### config.mk
export PLATFORM = sky130hd
export DESIGN_NAME = scf_mul
export DESIGN_NICKNAME = d
export VERILOG_FILES = /design/src/design/scf_pkg.sv /design/src/design/scf_mul.sv
export SDC_FILE = /design/constraint.sdc
export NUM_CORES = 2
export LEC_CHECK = 0
export ABC_AREA = 1
export BUFFER_PORTS_ARGS = -buffer_cell sky130_fd_sc_hd__buf_2
export CAP_MARGIN = 20
export CORE_UTILIZATION = 45
export CTS_CLUSTER_SIZE = 16
export DETAILED_ROUTE_END_ITERATION = 8
export MAX_ROUTING_LAYER = met4
export PLACE_DENSITY = 0.61
export SLEW_MARGIN = 10
export SYNTH_ARGS = -nofsm -noshare
export SYNTH_HDL_FRONTEND = slang
export SYNTH_SLANG_ARGS = --single-unit
### constraint.sdc
create_clock -name clk -period 18.95 [get_ports clk]
set_clock_uncertainty 0.1 [all_clocks]
set_input_delay 0 -clock clk [delete_from_list [all_inputs] [get_ports clk]]
set_output_delay 0 -clock clk [all_outputs]
set_load 0.1 [all_outputs]
### src/design/scf_pkg.sv
// Shared types, constants and helper functions for the stereo chorus/flanger.
// Used by the multiplier and the top-level datapath; no dependencies.
package scf_pkg;

  // Delay line geometry
  localparam int LINE_DEPTH = 2048;
  localparam int LINE_BITS  = $clog2(LINE_DEPTH);
  localparam int MARGIN     = 6;

  // Sine table resolution and sample format
  localparam int SINE_POINTS = 1024;
  localparam int SINE_BITS   = $clog2(SINE_POINTS);
  localparam int SAMPLE_BITS = 16;
  localparam int DFRAC       = 8;
  localparam int DELAY_W     = 19;
  localparam int DSUM_W      = 22;

  // Polynomial sine coefficients, Q15
  localparam int SIN_A = 51436;
  localparam int SIN_B = 20953;
  localparam int SIN_C = 2285;

  // Interpolation weights are the cubic products scaled down by this shift
  localparam int WSH = 3 * DFRAC - 16;

  // Division by three through a reciprocal: floor(u / 3) = (u * RECIP_M) >> RECIP_SH
  localparam int RECIP_SH  = 25;
  localparam int RECIP_M   = ((1 << RECIP_SH) + 2) / 3;
  localparam int DIV_BIAS  = 3 << 20;

  // Shared multiplier widths
  localparam int MUL_W  = 25;
  localparam int PROD_W = 2 * MUL_W;

  // Register map
  typedef enum logic [2:0] {
    REG_BASE_DELAY,
    REG_SWEEP_DEPTH,
    REG_FEEDBACK,
    REG_FORWARD_GAIN,
    REG_MIX_GAIN,
    REG_LEFT_STEP,
    REG_RIGHT_STEP,
    REG_MODE
  } reg_idx_t;

  // Sequencer states
  typedef enum logic [4:0] {
    S_IDLE,
    S_PHASE, S_SQ, S_X2, S_T1, S_T2, S_SIN, S_LFO,
    S_CLAMP,
    S_W0, S_W1, S_W2, S_W3, S_W4, S_W5, S_W6, S_W7, S_W8,
    S_M0, S_M1, S_M2, S_M3, S_M4,
    S_R0, S_R1,
    S_FB, S_X1, S_MIX, S_FWD, S_RES,
    S_DONE
  } state_t;

  // Saturate a wide signed value to the sample range.
  function automatic logic signed [SAMPLE_BITS-1:0] sat_sample(input logic signed [39:0] v);
    logic signed [39:0] smax;
    logic signed [39:0] smin;
    smax = (40'sd1 <<< (SAMPLE_BITS - 1)) - 40'sd1;
    smin = -(40'sd1 <<< (SAMPLE_BITS - 1));
    if (v > smax) return smax[SAMPLE_BITS-1:0];
    if (v < smin) return smin[SAMPLE_BITS-1:0];
    return v[SAMPLE_BITS-1:0];
  endfunction

endpackage

### src/design/scf_mul.sv
// Shared signed multiplier with a registered product.
// Depends on scf_pkg for the operand and product widths.
module scf_mul
  import scf_pkg::*;
(
  input  logic                     clk,
  input  logic signed [MUL_W-1:0]  a,
  input  logic signed [MUL_W-1:0]  b,
  output logic signed [PROD_W-1:0] prod
);

  // One product per cycle, available in the following cycle.
  always_ff @(posedge clk) begin
    prod <= a * b;
  end

endmodule

==> flow_summary.yaml <==
placement:
  dpl-instance-area_sq_um: 27400
  post-dp-hpwl_microns: 58000
  gp_congestion: 0.956
  numPortBuffers: 100
  dpl_worst_slack_ns: 11.87
clock_network:
  clkSinkCount: 50
  clk_pin_slew_worst_paths_ns: 0.08
  root_buffer: "clkbuf_16"
  cts_tree: "yes"
  cts_resized: 0
  cts_inserted_buffers: 5
  htree_levels: 2
  hold_buffers: 0
  postCtsSetupBuffers: 0
  cts_max_path_buffers: 2
drt:
  routed_wl_microns: 66600
  via_per_inst: 4.70
  ant_nets: 0
  wl_per_cell_microns: 15.8
  num_vias: 19800
  first_pass_iters: 5
  remaining_drc_errors: 0
  drtIter0Drc: 1145
timing:
  setup_violations: 0
  post-route-period-util_pct: 35.5
  finalMaxSlewViolations: 0
  layout_min_cycle_time_ns: 6.73
  fin_tns_setup_ns: 0
  worstMarginPinSlew_ns: 0.723
  timing.final.ws_setup_ns: 12.22
  slew_headroom_pct: 51.8
  rsz0062_at_grt: "no"
  finalHoldViolations: 0
  max_freq_mhz: 149
synth:
  yosys_register_bits: 50
  synth_area_leaders: "fa_1 50%, inv_1 17%, nand2_1 14%"
  yosysWarnings: 0
  yosysSeqAreaShare_pct: 3.79
  netlist_area_sq_um: 26400
  yosysTopAreaCell: "fa_1"
  syn_inst: 3490
  avgSynthCellArea_sq_um: 7.56
  synth_nets: 4340
  synth_top_area_share_pct: 49.9
  synth_cell_types: 28
floorplan:
  core_area_sq_um: 57800
  rows: 88
  fp.dieW_microns: 244
  ios: 101
  initial_core_util_pct: 45.7
  dieHeight_microns: 244
  fp.dieArea_sq_um: 59600
setup_path:
  critical-path-top-delay-family: "adder cells"
  cp-end-kind: "flip-flop"
  worstPathArrival_ns: 6.83
  worstSetupEndpoint: "prod[44]"
  required_ns: 19.05
  path_cells: "buf_2 > nand2_1 > inv_1 > fa_1 > inv_1 > fa_1 > inv_1 > fa_1 > inv_1 > fa_1 > fa_1 > fa_1 > fa_1 > inv_1 > ha_1 > nand2_1 > inv_1 > nand2_1 > nor3_1 > nand2_1 > nor2_1 > nand2_1 > nand4_1 > nand2_1"
  worstSetupPathType: "input port to flip-flop"
  crit_path_max_fanout: 25
  cp_slowest_cell: "fa_1"
  crit_cells: 24
  cpPeakStageDelay_ns: 0.89
  critical_path.n_buffers_inverters: 7
  cp-startpoint: "a[24]"
  worstSetupStartpointType: "input port"
  path_common_cell: "fa_1"
global_routing:
  grt_pass1_vias: 21600
  antenna_found_initial: 2
  grt_max_degree: 26
  grt_pass1_wl_microns: 113000
  grt_use_total_pct: 24.8
  grt.overflow.total: 0
cells_and_area:
  drive_above_1_share_pct: 5.01
  layout.nets: 4304
  stdcell_area_sq_um: 27500
  largest_reg_flops: 50
  largestRegisters: "prod x50"
  top_register: "prod"
  syn_to_final_growth_pct: 4.30
outcome:
  status: "finished clean"
run:
  maxCapViolCount: 0
worst_hold_path:
  hold_path.class: "input port to flip-flop"
==> stage by stage <==
step / instances / hold WS, ns / util, %
after floorplan: 3490 / 0.180 / -
after detailed placement: 4212 / 0.415 / 47.3
after CTS: 4220 / 0.111 / 47.6
after global placement: 4211 / 0.410 / 47.3
after global routing: 4222 / 0.144 / 47.6
final: 4222 / 0.107 / 47.6
==> layout by cell type (no fill, tap or decap), types with 14 or more instances in the layout <==
master and instances:
nand2_1 995, nor2_2 16, nand3_1 41, buf_2 100, xor2_1 20, nand4_1 16
ha_1 141, dfxtp_1 50, inv_2 14, fa_1 658, a21oi_1 44, inv_1 1190
nor2_1 86
==> cell usage after synthesis <==
library cell / number
o21ai_0: 9
nand2_2: 7
inv_2: 14
nor3_2: 8
xnor2_1: 11
inv_1: 1190
nand2_1: 995
o21bai_1: 6
or2_2: 7
fa_1: 658
nor2_2: 16
nand4_1: 16
nor2_4: 3
nor3_1: 7
and2_1: 1
o21ai_1: 1
clkbuf_1: 148
a21oi_1: 44
dfxtp_1: 50
nand3_2: 4
buf_1: 1
nor2_1: 86
xor2_1: 20
nand3b_1: 3
a21o_1: 2
o211ai_2: 1
ha_1: 141
nand3_1: 41
==> routing by layer <==
| layer | up-vias | part of all wire [%] | track usage, % |
|---|---|---|---|
| met2 | 434 | 51 | 43.8 |
| li1 | 9366 | - | - |
| met4 | 0 | 2.7 | 6.23 |
| met1 | 9958 | 42 | 30.8 |
| met3 | 87 | 4.1 | 1.83 |
| met5 | - | 0 | - |
==> area by class of cell <==
cell class,count,area (sq um)
repair buffers,106,566
fillers,5819,30300
multi-input cells,2087,20300
inverters,1204,4520
clock inverters,2,37.5
clock buffers,6,129
flip-flops and latches,50,1000
well taps,765,957
diodes,2,5.00
==> worst min-delay path by stage <==
| stage | slack [ns] | cells past startpoint | start | end |
|---|---|---|---|---|
| 2_1_floorplan | 0.18 | 3 | a[0] | prod[0] |
| 3_3_place_gp | 0.41 | 3 | b[0] | prod[0] |
| 3_5_place_dp | 0.41 | 3 | b[0] | prod[0] |
| 4_1_cts | 0.11 | 3 | b[0] | prod[0] |
| 5_1_grt | 0.14 | 3 | b[0] | prod[0] |
| 6_report | 0.11 | 3 | b[0] | prod[0] |
==> cell families (layout without fill, tap and decap cells) <==
group,after synthesis,count (layout),share of synthesized area (%)
AND/OR/NAND/NOR,1194,1194,18.1
other,0,2,0
XOR/XNOR,31,31,1.03
buffers and inverters,1353,1318,19.2
AO/OA/AOI/OAI,63,63,1.30
adder cells (fa/ha/maj),799,799,56.6
flip-flops,50,50,3.79
Power is left out: the tool's default activity adds up to more than one toggle a clock period on the data nets, which glitch-free logic cannot reach.
